$ cat src/hw/rtl/lru_pkg.sv
// Shared types and constants for the LRU key-value cache.
package lru_pkg;

  localparam int unsigned KEY_FIELD_W = 10;
  localparam int unsigned VAL_W       = 32;
  localparam int unsigned OCC_W       = 5;
  localparam int unsigned CAP_W       = 5;

  localparam logic [VAL_W-1:0] MISS_VALUE = '1;
  localparam logic [VAL_W-1:0] PUT_VALUE  = '0;

  typedef enum logic {
    FUNC_GET = 1'b0,
    FUNC_PUT = 1'b1
  } func_t;

  // Per-cell control from the row controller.
  typedef struct packed {
    logic in_use;  // cell holds a live entry
    logic shift;   // take the neighbor's entry, or the request at the front, this cycle
  } cell_ctl_t;

endpackage

$ cat src/hw/rtl/lru_if.sv
// Request and response channel interfaces for the LRU key-value cache.
interface lru_req_if
  import lru_pkg::*;
();
  logic                    valid;
  logic                    ready;
  logic                    func;
  logic [KEY_FIELD_W-1:0]  key;
  logic signed [VAL_W-1:0] value;

  modport source (output valid, func, key, value, input ready);
  modport sink   (input valid, func, key, value, output ready);
endinterface

interface lru_rsp_if
  import lru_pkg::*;
();
  logic                    valid;
  logic                    ready;
  logic                    hit;
  logic signed [VAL_W-1:0] read_value;
  logic [OCC_W-1:0]        occupancy;

  modport source (output valid, hit, read_value, occupancy, input ready);
  modport sink   (input valid, hit, read_value, occupancy, output ready);
endinterface

$ cat src/hw/rtl/lru_cell.sv
// One entry cell of the recency-ordered row: holds a key and value, compares, shifts.
module lru_cell
  import lru_pkg::*;
#(
  parameter int KEY_BITS = 10
) (
  input  logic                clk,
  input  cell_ctl_t           ctl,
  input  logic [KEY_BITS-1:0] search_key,
  input  logic [KEY_BITS-1:0] prev_key,
  input  logic [VAL_W-1:0]    prev_value,
  output logic                match,
  output logic [KEY_BITS-1:0] key,
  output logic [VAL_W-1:0]    value
);

  logic [KEY_BITS-1:0] key_r;
  logic [VAL_W-1:0]    value_r;

  always_ff @(posedge clk) begin
    if (ctl.shift) begin
      key_r   <= prev_key;
      value_r <= prev_value;
    end
  end

  assign match = ctl.in_use && (key_r == search_key);
  assign key   = key_r;
  assign value = value_r;

endmodule

$ cat src/hw/rtl/lru_key_value_cache.sv
// Top level of the LRU key-value cache: a row of entry cells with recency order by position.
//
//   channel   dir  handshake          payload
//   in_req    in   valid/ready        func, key, value
//   out_rsp   out  valid/ready        hit, read_value, occupancy
//   cfg       in   cfg_we             cfg_wdata (capacity)
//
// All cells compare the key at once and the row shifts toward the back in the same cycle,
// so a beat can be accepted every cycle while the skid register is empty.
// A result register plus one skid register sit on the output; in_req stalls only when
// both hold results. Reset empties the cache and sets capacity to 16; no clearing pass.
module lru_key_value_cache
  import lru_pkg::*;
#(
  parameter int ENTRIES  = 16,
  parameter int KEY_BITS = 10
) (
  input  logic             clk,
  input  logic             rst_n,
  lru_req_if.sink          in_req,
  lru_rsp_if.source        out_rsp,
  input  logic             cfg_we,
  input  logic [CAP_W-1:0] cfg_wdata
);

  localparam int CNT_W = $clog2(ENTRIES + 1);
  localparam int CMP_W = (CNT_W > CAP_W) ? CNT_W : CAP_W;

  typedef struct packed {
    logic             hit;
    logic [VAL_W-1:0] read_value;
    logic [OCC_W-1:0] occupancy;
  } rsp_t;

  logic [CAP_W-1:0] cap_r;
  logic [CNT_W-1:0] count_r, count_nxt;
  logic             out_v_r, out_v_nxt, skid_v_r, skid_v_nxt;
  rsp_t             out_r, out_nxt, skid_r, skid_nxt;

  logic                accept, out_fire, is_put, hit, put_miss, evict;
  logic [KEY_BITS-1:0] search_key;
  logic [VAL_W-1:0]    hit_value, front_value;
  logic [CMP_W-1:0]    cap_eff, count_ext;
  rsp_t                new_rsp;

  logic [ENTRIES-1:0]  match;
  logic [ENTRIES:0]    at_or_after;
  logic [KEY_BITS-1:0] cell_key   [ENTRIES];
  logic [VAL_W-1:0]    cell_value [ENTRIES];
  cell_ctl_t           cell_ctl   [ENTRIES];

  assign in_req.ready = !skid_v_r;
  assign accept       = in_req.valid && in_req.ready;
  assign out_fire     = out_v_r && out_rsp.ready;
  assign is_put       = (func_t'(in_req.func) == FUNC_PUT);
  assign search_key   = KEY_BITS'(in_req.key);

  // at_or_after[i] is set when the matching entry sits at position i or further back.
  assign at_or_after[ENTRIES] = 1'b0;
  assign hit                  = at_or_after[0];
  assign put_miss             = is_put && !hit;

  always_comb begin
    hit_value = '0;
    for (int i = 0; i < ENTRIES; i++) begin
      if (match[i]) hit_value = hit_value | cell_value[i];
    end
  end

  assign front_value = is_put ? VAL_W'(in_req.value) : hit_value;

  genvar g;
  generate
    for (g = 0; g < ENTRIES; g++) begin : g_cell
      assign at_or_after[g]    = match[g] | at_or_after[g+1];
      assign cell_ctl[g].in_use = (count_r > CNT_W'(g));
      assign cell_ctl[g].shift  = accept && ((hit && at_or_after[g]) || put_miss);

      if (g == 0) begin : g_front
        lru_cell #(.KEY_BITS(KEY_BITS)) u_cell (
          .clk        (clk),
          .ctl        (cell_ctl[g]),
          .search_key (search_key),
          .prev_key   (search_key),
          .prev_value (front_value),
          .match      (match[g]),
          .key        (cell_key[g]),
          .value      (cell_value[g])
        );
      end else begin : g_rest
        lru_cell #(.KEY_BITS(KEY_BITS)) u_cell (
          .clk        (clk),
          .ctl        (cell_ctl[g]),
          .search_key (search_key),
          .prev_key   (cell_key[g-1]),
          .prev_value (cell_value[g-1]),
          .match      (match[g]),
          .key        (cell_key[g]),
          .value      (cell_value[g])
        );
      end
    end
  endgenerate

  // Effective capacity: zero counts as one, anything above the row size saturates.
  always_comb begin
    cap_eff = CMP_W'(cap_r);
    if (cap_eff == '0) cap_eff = CMP_W'(1);
    if (cap_eff > CMP_W'(ENTRIES)) cap_eff = CMP_W'(ENTRIES);
  end

  assign count_ext = CMP_W'(count_r);
  assign evict     = (count_ext >= cap_eff);

  always_comb begin
    count_nxt = count_r;
    if (accept && put_miss && !evict) count_nxt = count_r + CNT_W'(1);
  end

  always_comb begin
    new_rsp.hit       = hit;
    new_rsp.occupancy = OCC_W'(count_nxt);
    if (is_put) begin
      new_rsp.read_value = PUT_VALUE;
    end else if (hit) begin
      new_rsp.read_value = hit_value;
    end else begin
      new_rsp.read_value = MISS_VALUE;
    end
  end

  // Output register with a skid stage behind it.
  always_comb begin
    out_v_nxt  = out_v_r;
    out_nxt    = out_r;
    skid_v_nxt = skid_v_r;
    skid_nxt   = skid_r;
    if (out_fire || !out_v_r) begin
      if (skid_v_r) begin
        out_nxt    = skid_r;
        out_v_nxt  = 1'b1;
        skid_v_nxt = 1'b0;
      end else begin
        out_nxt   = new_rsp;
        out_v_nxt = accept;
      end
    end else if (accept) begin
      skid_nxt   = new_rsp;
      skid_v_nxt = 1'b1;
    end
  end

  always_ff @(posedge clk) begin
    if (!rst_n) begin
      cap_r    <= CAP_W'(16);
      count_r  <= '0;
      out_v_r  <= 1'b0;
      skid_v_r <= 1'b0;
    end else begin
      if (cfg_we) cap_r <= cfg_wdata;
      count_r  <= count_nxt;
      out_v_r  <= out_v_nxt;
      skid_v_r <= skid_v_nxt;
    end
  end

  always_ff @(posedge clk) begin
    out_r  <= out_nxt;
    skid_r <= skid_nxt;
  end

  assign out_rsp.valid      = out_v_r;
  assign out_rsp.hit        = out_r.hit;
  assign out_rsp.read_value = out_r.read_value;
  assign out_rsp.occupancy  = out_r.occupancy;

endmodule

$ cat src/flat_wrapper.sv
// flat-port wrapper written by rule: the top's interface ports become plain ports
module lru_key_value_cache_flat import lru_pkg::*;
#(
  parameter int ENTRIES  = 16,
  parameter int KEY_BITS = 10
)
  (clk, rst_n, cfg_we, cfg_wdata, in_req_valid, in_req_func, in_req_key, in_req_value, in_req_ready, out_rsp_valid, out_rsp_hit, out_rsp_read_value, out_rsp_occupancy, out_rsp_ready);
  lru_req_if in_req_i ();
  lru_rsp_if out_rsp_i ();
  input  logic clk;
  input  logic rst_n;
  input  logic cfg_we;
  input  logic [CAP_W-1:0] cfg_wdata;
  input wire logic [$bits(in_req_i.valid)-1:0] in_req_valid;
  input wire logic [$bits(in_req_i.func)-1:0] in_req_func;
  input wire logic [$bits(in_req_i.key)-1:0] in_req_key;
  input wire logic [$bits(in_req_i.value)-1:0] in_req_value;
  output wire logic [$bits(in_req_i.ready)-1:0] in_req_ready;
  output wire logic [$bits(out_rsp_i.valid)-1:0] out_rsp_valid;
  output wire logic [$bits(out_rsp_i.hit)-1:0] out_rsp_hit;
  output wire logic [$bits(out_rsp_i.read_value)-1:0] out_rsp_read_value;
  output wire logic [$bits(out_rsp_i.occupancy)-1:0] out_rsp_occupancy;
  input wire logic [$bits(out_rsp_i.ready)-1:0] out_rsp_ready;
  assign in_req_i.valid = in_req_valid;
  assign in_req_i.func = in_req_func;
  assign in_req_i.key = in_req_key;
  assign in_req_i.value = in_req_value;
  assign in_req_ready = in_req_i.ready;
  assign out_rsp_valid = out_rsp_i.valid;
  assign out_rsp_hit = out_rsp_i.hit;
  assign out_rsp_read_value = out_rsp_i.read_value;
  assign out_rsp_occupancy = out_rsp_i.occupancy;
  assign out_rsp_i.ready = out_rsp_ready;
  lru_key_value_cache #(.ENTRIES(ENTRIES), .KEY_BITS(KEY_BITS)) u_core (.clk(clk), .rst_n(rst_n), .in_req(in_req_i), .out_rsp(out_rsp_i), .cfg_we(cfg_we), .cfg_wdata(cfg_wdata));
endmodule
$ cat config.mk
export PLATFORM = sky130hd
export DESIGN_NAME = lru_key_value_cache_flat
export DESIGN_NICKNAME = d
export VERILOG_FILES = /design/src/hw/rtl/lru_pkg.sv /design/src/hw/rtl/lru_if.sv /design/src/hw/rtl/lru_cell.sv /design/src/hw/rtl/lru_key_value_cache.sv /design/src/flat_wrapper.sv
export SDC_FILE = /design/constraint.sdc
export NUM_CORES = 1
export LEC_CHECK = 0
export BUFFER_PORTS_ARGS = -buffer_cell sky130_fd_sc_hd__buf_2
export CORE_MARGIN = 5
export CORE_UTILIZATION = 28
export DETAILED_ROUTE_END_ITERATION = 12
export PLACE_DENSITY = 0.52
export RECOVER_POWER = 100
export SKIP_CTS_REPAIR_TIMING = 1
export SLEW_MARGIN = 10
export SYNTH_ARGS = -nofsm -noshare
export SYNTH_HDL_FRONTEND = slang
export SYNTH_SLANG_ARGS = --single-unit
$ cat constraint.sdc
create_clock -name clk -period 6.93 [get_ports clk]
set_input_delay 1.7325 -clock clk [delete_from_list [all_inputs] [get_ports clk]]
set_output_delay 1.7325 -clock clk [all_outputs]
set_load 0.05 [all_outputs]
Yosys cells after proc, flatten, opt, wreduce, memory -nomap -nowiden

Cells that the tools add are included.

Bits in registers: 760
Bits in latches: 0
Memory bits (writable): 0
Memory bits (read-only): 0
Input bits: 53
Output and inout port bits: 40
Word-level logic and storage cells: 209
Memories: 0

Add/subtract/negate cells: 1
$mul: 0
Div/mod/pow operators: 0
$lt $le $gt $ge: 18
Eq/ne operators: 16
Shift operators: 0
Mux-type cells: 24
Bitwise operators: 32
Reduce and logical (&&, ||, !) cells: 76

Operators with widths:

| kind                | count |
|---|---|
| $mux 32             | 19 |
| $or 32x32->32       | 15 |
| $eq 10x10->1        | 16 |
| $logic_and 1x1->1   | 52 |
| $gt 5x4->1 const B  | 8 |
| $mux 38             | 1 |
| $gt 5x3->1 const B  | 4 |
| $logic_or 1x1->1    | 17 |
| $mux 5              | 3 |
| $or 1x1->1          | 15 |
| $gt 5x1->1 const B  | 2 |
| $gt 5x2->1 const B  | 2 |
| $add 5x1->5 const B | 1 |
| $ge 5x5->1          | 1 |
| $gt 5x5->1 const B  | 1 |
| $logic_not 5->1     | 1 |
| $logic_not 1->1     | 4 |
| $not 1->1           | 2 |
| $reduce_and 2->1    | 1 |
| $reduce_or 2->1     | 1 |
| $mux 1              | 1 |

Depth between registers and ports, before layout

Depth in word-level cells: 36
Mapped depth: 14
Depth with buffers taken out: 12

Hierarchy

A second synthesis with hierarchy kept.

Cells, all modules: 1620
Area total of the unflattened synthesis: 29265.6 sq um

Modules (own cells, without submodules):

| module              | times used | cells each | area each (sq um) | sequential area each (sq um) |
|---|---|---|---|---|
| lru_cell            | 16         | 56         | 1376.3            | 1261.2 |
| lru_key_value_cache | 1          | 724        | 7244.4            | 2522.4 |

Worst setup path after synthesis

OpenSTA, ideal clock, no wires.

Path kind: input to register
Start: input port in_req_key[1]
End: register u_core.g_cell[1].g_rest.u_cell.key_r[0] (enable)
Setup time: 455 ps
Data arrival time: 5749 ps
Data required time: 6475 ps
Slack: 726 ps
Stages on the path: 12
Buffers on the path: 3
Path through: buf_6 buf_12 xnor2_1 or3b_2 nor4_2 nor2_1 nand3b_4 nor3_4 inv_2 o211ai_2 buf_2 a21oi_1

RTL lines:

| what                 | RTL line           | source |
|---|---|---|
| start, declared      | flat_wrapper.sv:16 | `input wire logic [$bits(in_req_i.key)-1:0] in_req_key;` |
| end signal, assigned | lru_cell.sv:22     | `key_r <= prev_key;` |
| end, declared        | lru_cell.sv:17     | `logic [KEY_BITS-1:0] key_r;` |

==> impl_metrics.prom <==
# TYPE chip_impl_metric gauge
chip_impl_metric{name="setup-tns-final",unit="ns"} 0
chip_impl_metric{name="yosysTopAreaCellShare",unit="%"} 74.6
chip_impl_metric{name="grt_pass1_vias",unit=""} 18728
chip_impl_metric{name="global_route.usage.total",unit="%"} 16.5
chip_impl_metric{name="grt_antenna_before_repair",unit=""} 3
chip_impl_metric{name="grt.overflow.total",unit=""} 0
chip_impl_info{name="critical_path_cell_by_cell",value="clkbuf_1 -> xor2_1 -> nor4_1 -> and3_1 -> clkbuf_2 -> nor2b_1 -> a21oi_4 -> buf_4"} 1
chip_impl_metric{name="cellPowerDensity",unit="nW/µm²"} 296
chip_impl_info{name="failed_checks",value="capacitance limit, slew limit"} 1
chip_impl_info{name="rsz0062_at_grt",value="no"} 1
chip_impl_metric{name="grt_max_degree",unit=""} 53
chip_impl_metric{name="fmax",unit="MHz"} 166
chip_impl_metric{name="drt-initial-drc-count",unit=""} 1705
chip_impl_metric{name="ratio_of_cells_with_drive_above_1_in_the_final_layout",unit="%"} 14.4
chip_impl_info{name="worst_setup_path_endpoint",value="u_core.g_cell[1].g_rest.u_cell.value[9]$_DFFE_PP_"} 1
chip_impl_info{name="critPathLaunchType",value="input port"} 1
chip_impl_metric{name="worst_ep_required",unit="ns"} 7.19
chip_impl_metric{name="overall_die_height",unit="µm"} 338
chip_impl_metric{name="cts_buf_count",unit=""} 79
chip_impl_metric{name="portBuffers",unit=""} 92
chip_impl_info{name="worst_path_dominant_cell_family",value="buffers and inverters"} 1
chip_impl_metric{name="transition_time_at_the_pin_with_the_least_slew_margin",unit="ns"} 2.24
chip_impl_metric{name="layout_min_cycle_time",unit="ns"} 6.02
chip_impl_metric{name="drtPass1Iterations",unit=""} 6
chip_impl_metric{name="die-area",unit="µm²"} 114000
chip_impl_metric{name="worst_ir_drop_vdd",unit="mV"} 0.344
chip_impl_metric{name="whs",unit="ns"} 0.441
chip_impl_metric{name="crit_cells",unit=""} 8
chip_impl_info{name="cts.root.buffer_cell",value="clkbuf_16"} 1
chip_impl_info{name="worst_setup_path_startpoint",value="in_req_key[2]"} 1
chip_impl_metric{name="finalHoldViolations",unit=""} 0
chip_impl_metric{name="critical-path-max-stage-delay",unit="ns"} 1.16
chip_impl_metric{name="clk_transition_reported_paths",unit="ns"} 0.06
chip_impl_metric{name="placeableCoreArea",unit="µm²"} 107000
chip_impl_metric{name="post_synth_fa_ha_maj_area_fraction",unit="%"} 0.416
chip_impl_metric{name="per_cell_routed_wire_length",unit="µm"} 28.8
chip_impl_metric{name="worstPathBufferInverterCount",unit=""} 3
chip_impl_metric{name="async_reset_ff_share",unit="%"} 0
chip_impl_metric{name="htree_levels",unit=""} 3
chip_impl_metric{name="place.gp.congestion",unit=""} 0.852
chip_impl_metric{name="post-route-drc-count",unit=""} 0
chip_impl_metric{name="ys_types",unit=""} 76
chip_impl_metric{name="clk_latency",unit="ns"} 0.64
chip_impl_metric{name="yosys_warnings",unit=""} 0
chip_impl_metric{name="finalSetupViolCount",unit=""} 0
chip_impl_metric{name="path_max_fanout",unit=""} 32
chip_impl_metric{name="postRouteAntennaNets",unit=""} 0
chip_impl_metric{name="finClkSkew",unit="ns"} 0.0244
chip_impl_metric{name="critical_path_arrival",unit="ns"} 6.28
chip_impl_info{name="synth_area_leaders",value="edfxtp_1 (75%), a22oi_1 (3.2%), xnor2_1 (3.1%), a22o_1 (1.7%), xor2_1 (1.7%)"} 1
chip_impl_metric{name="syn_to_final_growth",unit="%"} 16.3
chip_impl_metric{name="muxShareOfSynthArea",unit="%"} 2.11
chip_impl_metric{name="grt_first_pass_wirelength",unit="µm"} 137000
chip_impl_metric{name="synth.net_count",unit=""} 1844
chip_impl_info{name="critPathCaptureType",value="flop"} 1
chip_impl_metric{name="postSynthCellCount",unit=""} 1781
chip_impl_metric{name="post-route-period-util",unit="%"} 86.9
chip_impl_metric{name="synth-xor-area-share",unit="%"} 4.74
chip_impl_metric{name="slew-limit-headroom",unit="%"} -49.0
chip_impl_metric{name="maxSlewViolCount",unit=""} 168
chip_impl_metric{name="syn-mean-instance-area",unit="µm²"} 16.9
chip_impl_metric{name="detail_route.vias_per_cell",unit=""} 5.33
chip_impl_metric{name="yosys_register_bits",unit=""} 760
chip_impl_metric{name="synth-seq-area-share",unit="%"} 75.4
chip_impl_info{name="synth_top_flop_cell",value="edfxtp_1"} 1
chip_impl_metric{name="r2r_slack",unit="ns"} 1.84
chip_impl_info{name="synth_top_cell_by_area",value="edfxtp_1"} 1
chip_impl_metric{name="die-width",unit="µm"} 338
chip_impl_metric{name="reg2reg_depth",unit=""} 10
chip_impl_metric{name="clockBufferDepth",unit=""} 3
chip_impl_info{name="timing.hold.worst.class",value="reg2reg"} 1
chip_impl_metric{name="total_leakage_power",unit="µW"} 0.0115
chip_impl_metric{name="syn-cell-area",unit="µm²"} 30100
chip_impl_metric{name="drt_wl_total",unit="µm"} 97500
chip_impl_metric{name="initial_core_util",unit="%"} 28.2
chip_impl_metric{name="core.rowCount",unit=""} 120
chip_impl_metric{name="top_level_ports",unit=""} 93
chip_impl_info{name="r2r-start",value="u_core.count_ext[0]$_SDFF_PN0_"} 1
chip_impl_metric{name="drv.max_cap_violation_count",unit=""} 9
chip_impl_metric{name="hpwl",unit="µm"} 59200
chip_impl_metric{name="number_of_enable_type_register_cells_in_the_synthesized_netlist",unit=""} 748
chip_impl_info{name="critical-path-slowest-cell",value="clkbuf_2"} 1
chip_impl_info{name="regToRegEndpoint",value="u_core.out_rsp.read_value[21]$_DFFE_PP_"} 1
chip_impl_metric{name="detailroute.via_count",unit=""} 18072
chip_impl_metric{name="clock_sink_count",unit=""} 760
chip_impl_metric{name="finish.net_count",unit=""} 1985
chip_impl_info{name="tritoncts_clock_tree",value="built"} 1
chip_impl_info{name="status",value="finished, violations left"} 1
chip_impl_metric{name="synth-simple-area-share",unit="%"} 6.65
chip_impl_info{name="worstSetupPathType",value="in2reg"} 1
chip_impl_info{name="main_combinational_cell_family_by_area_after_synthesis",value="compound AO/OA/AOI/OAI gates"} 1
chip_impl_metric{name="compound_gate_portion_of_the_synthesized_area",unit="%"} 8.29
## per-stage QoR
step                setup slack (ns)  total power (µW)  std cells  utilization (%)  area, µm²
finish                         0.905             10400       3390             32.8      35000
global placement                1.25              5980       3244             30.4      32600
global route                   0.833             10700       3389             32.8      35000
floorplan                      0.726              5750       1781                -      30100
CTS                             1.81             10500       3389             33.0      35300
detailed placement              1.13              5980       3244             30.4      32600
## cells by family (layout without fill, tap and decap cells)
logic type / Yosys count / in the layout
DFF: 760 / 760
adders and majority gates: 10 / 10
and+or+nand+nor: 335 / 335
buffers and inverters: 132 / 337
other: 0 / 1
xor gates and xnor gates: 163 / 163
muxes: 58 / 58
AOI/OAI and AO/OA: 323 / 323
## flip-flops by register name, summed over array words and instances (netlist names)
register                            count
u_core.out_rsp.valid                    1
u_core.skid_v_r                         1
u_core.g_cell.g_rest.u_cell.value     480
u_core.out_rsp.occupancy                5
u_core.count_ext                        5
u_core.g_cell.g_front.u_cell.value     32
u_core.out_rsp.hit                      1
u_core.cap_r                            5
u_core.g_cell.g_rest.u_cell.key       150
u_core.skid_r                          38
u_core.out_rsp.read_value              32
u_core.g_cell.g_front.u_cell.key       10
## worst min-delay path by stage
stage                                                                      to                                           startpoint  slack [ns]  cells past startpoint
after floorplan             u_core.g_cell[1].g_rest.u_cell.value[4]$_DFFE_PP_   u_core.g_cell[0].g_front.u_cell.value[4]$_DFFE_PP_        0.42                      0
after global placement     u_core.g_cell[5].g_rest.u_cell.value[28]$_DFFE_PP_   u_core.g_cell[4].g_rest.u_cell.value[28]$_DFFE_PP_        0.43                      0
after detailed placement  u_core.g_cell[11].g_rest.u_cell.value[29]$_DFFE_PP_  u_core.g_cell[10].g_rest.u_cell.value[29]$_DFFE_PP_        0.43                      0
after CTS                 u_core.g_cell[12].g_rest.u_cell.value[25]$_DFFE_PP_  u_core.g_cell[11].g_rest.u_cell.value[25]$_DFFE_PP_        0.44                      0
after global routing      u_core.g_cell[12].g_rest.u_cell.value[25]$_DFFE_PP_  u_core.g_cell[11].g_rest.u_cell.value[25]$_DFFE_PP_        0.44                      0
final                     u_core.g_cell[11].g_rest.u_cell.value[30]$_DFFE_PP_  u_core.g_cell[10].g_rest.u_cell.value[30]$_DFFE_PP_        0.44                      0
## per-layer routing
layer | up-vias | GRT usage [%] | wire length (µm)
met2 | 1008 | 26.7 | 45300
li1 | 7431 | - | -
met5 | - | 0 | 0
met1 | 9444 | 21.7 | 39700
met4 | 0 | 7.42 | 4460
met3 | 189 | 3.34 | 8140
## report_power, final
group | internal (µW) | switching, µW | total (µW)
combinational | 121 | 367 | 488
sequential | 5270 | 121 | 5390
clock | 2600 | 1900 | 4500
total | 8000 | 2380 | 10400
## cell usage after synthesis (all sizes together) (5+ instances only)
| cell | number |
|---|---|
| and2 | 5 |
| a211oi | 6 |
| nor3 | 28 |
| a22o | 60 |
| ha | 10 |
| nand2b | 6 |
| o21ai | 16 |
| nor2 | 50 |
| nand4 | 66 |
| a221oi | 54 |
| nor4 | 35 |
| edfxtp | 748 |
| inv | 36 |
| nor2b | 7 |
| nand3 | 20 |
| clkbuf | 37 |
| dfxtp | 12 |
| a21oi | 29 |
| nand2 | 61 |
| or4 | 8 |
| buf | 58 |
| a22oi | 128 |
| and4 | 19 |
| mux2 | 37 |
| mux2i | 21 |
| xnor2 | 106 |
| and3 | 9 |
| xor2 | 57 |
## layout by cell type, fill, tap and decap left out, drive strengths merged, types with 4 or more instances in the layout
master / instances
edfxtp: 748
clkbuf: 151
a22oi: 128
xnor2: 106
buf: 97
nand4: 66
nand2: 61
a22o: 60
xor2: 57
a221oi: 54
nor2: 50
inv: 44
mux2: 37
nor4: 35
a21oi: 29
clkinv: 29
nor3: 28
mux2i: 21
nand3: 20
and4: 19
o21ai: 16
bufinv: 12
dfxtp: 12
ha: 10
and3: 9
or4: 8
nor2b: 7
a211oi: 6
nand2b: 6
and2: 5
a31oi: 4
clkinvlp: 4
nand3b: 4
o211ai: 4
a2111oi: 4
nor4b: 4
## layout make-up
class                      count  area [µm²]
multi-input combinational    889        6800
clock buffer                  93        2050
timing repair buffer         155         908
inverter                      37         139
fill                       10323       71900
tap                         1403        1760
antenna                        1        2.50
clock inverter                52         667
sequential                   760       22700
No activity file was read; power rests on OpenSTA's default activity.
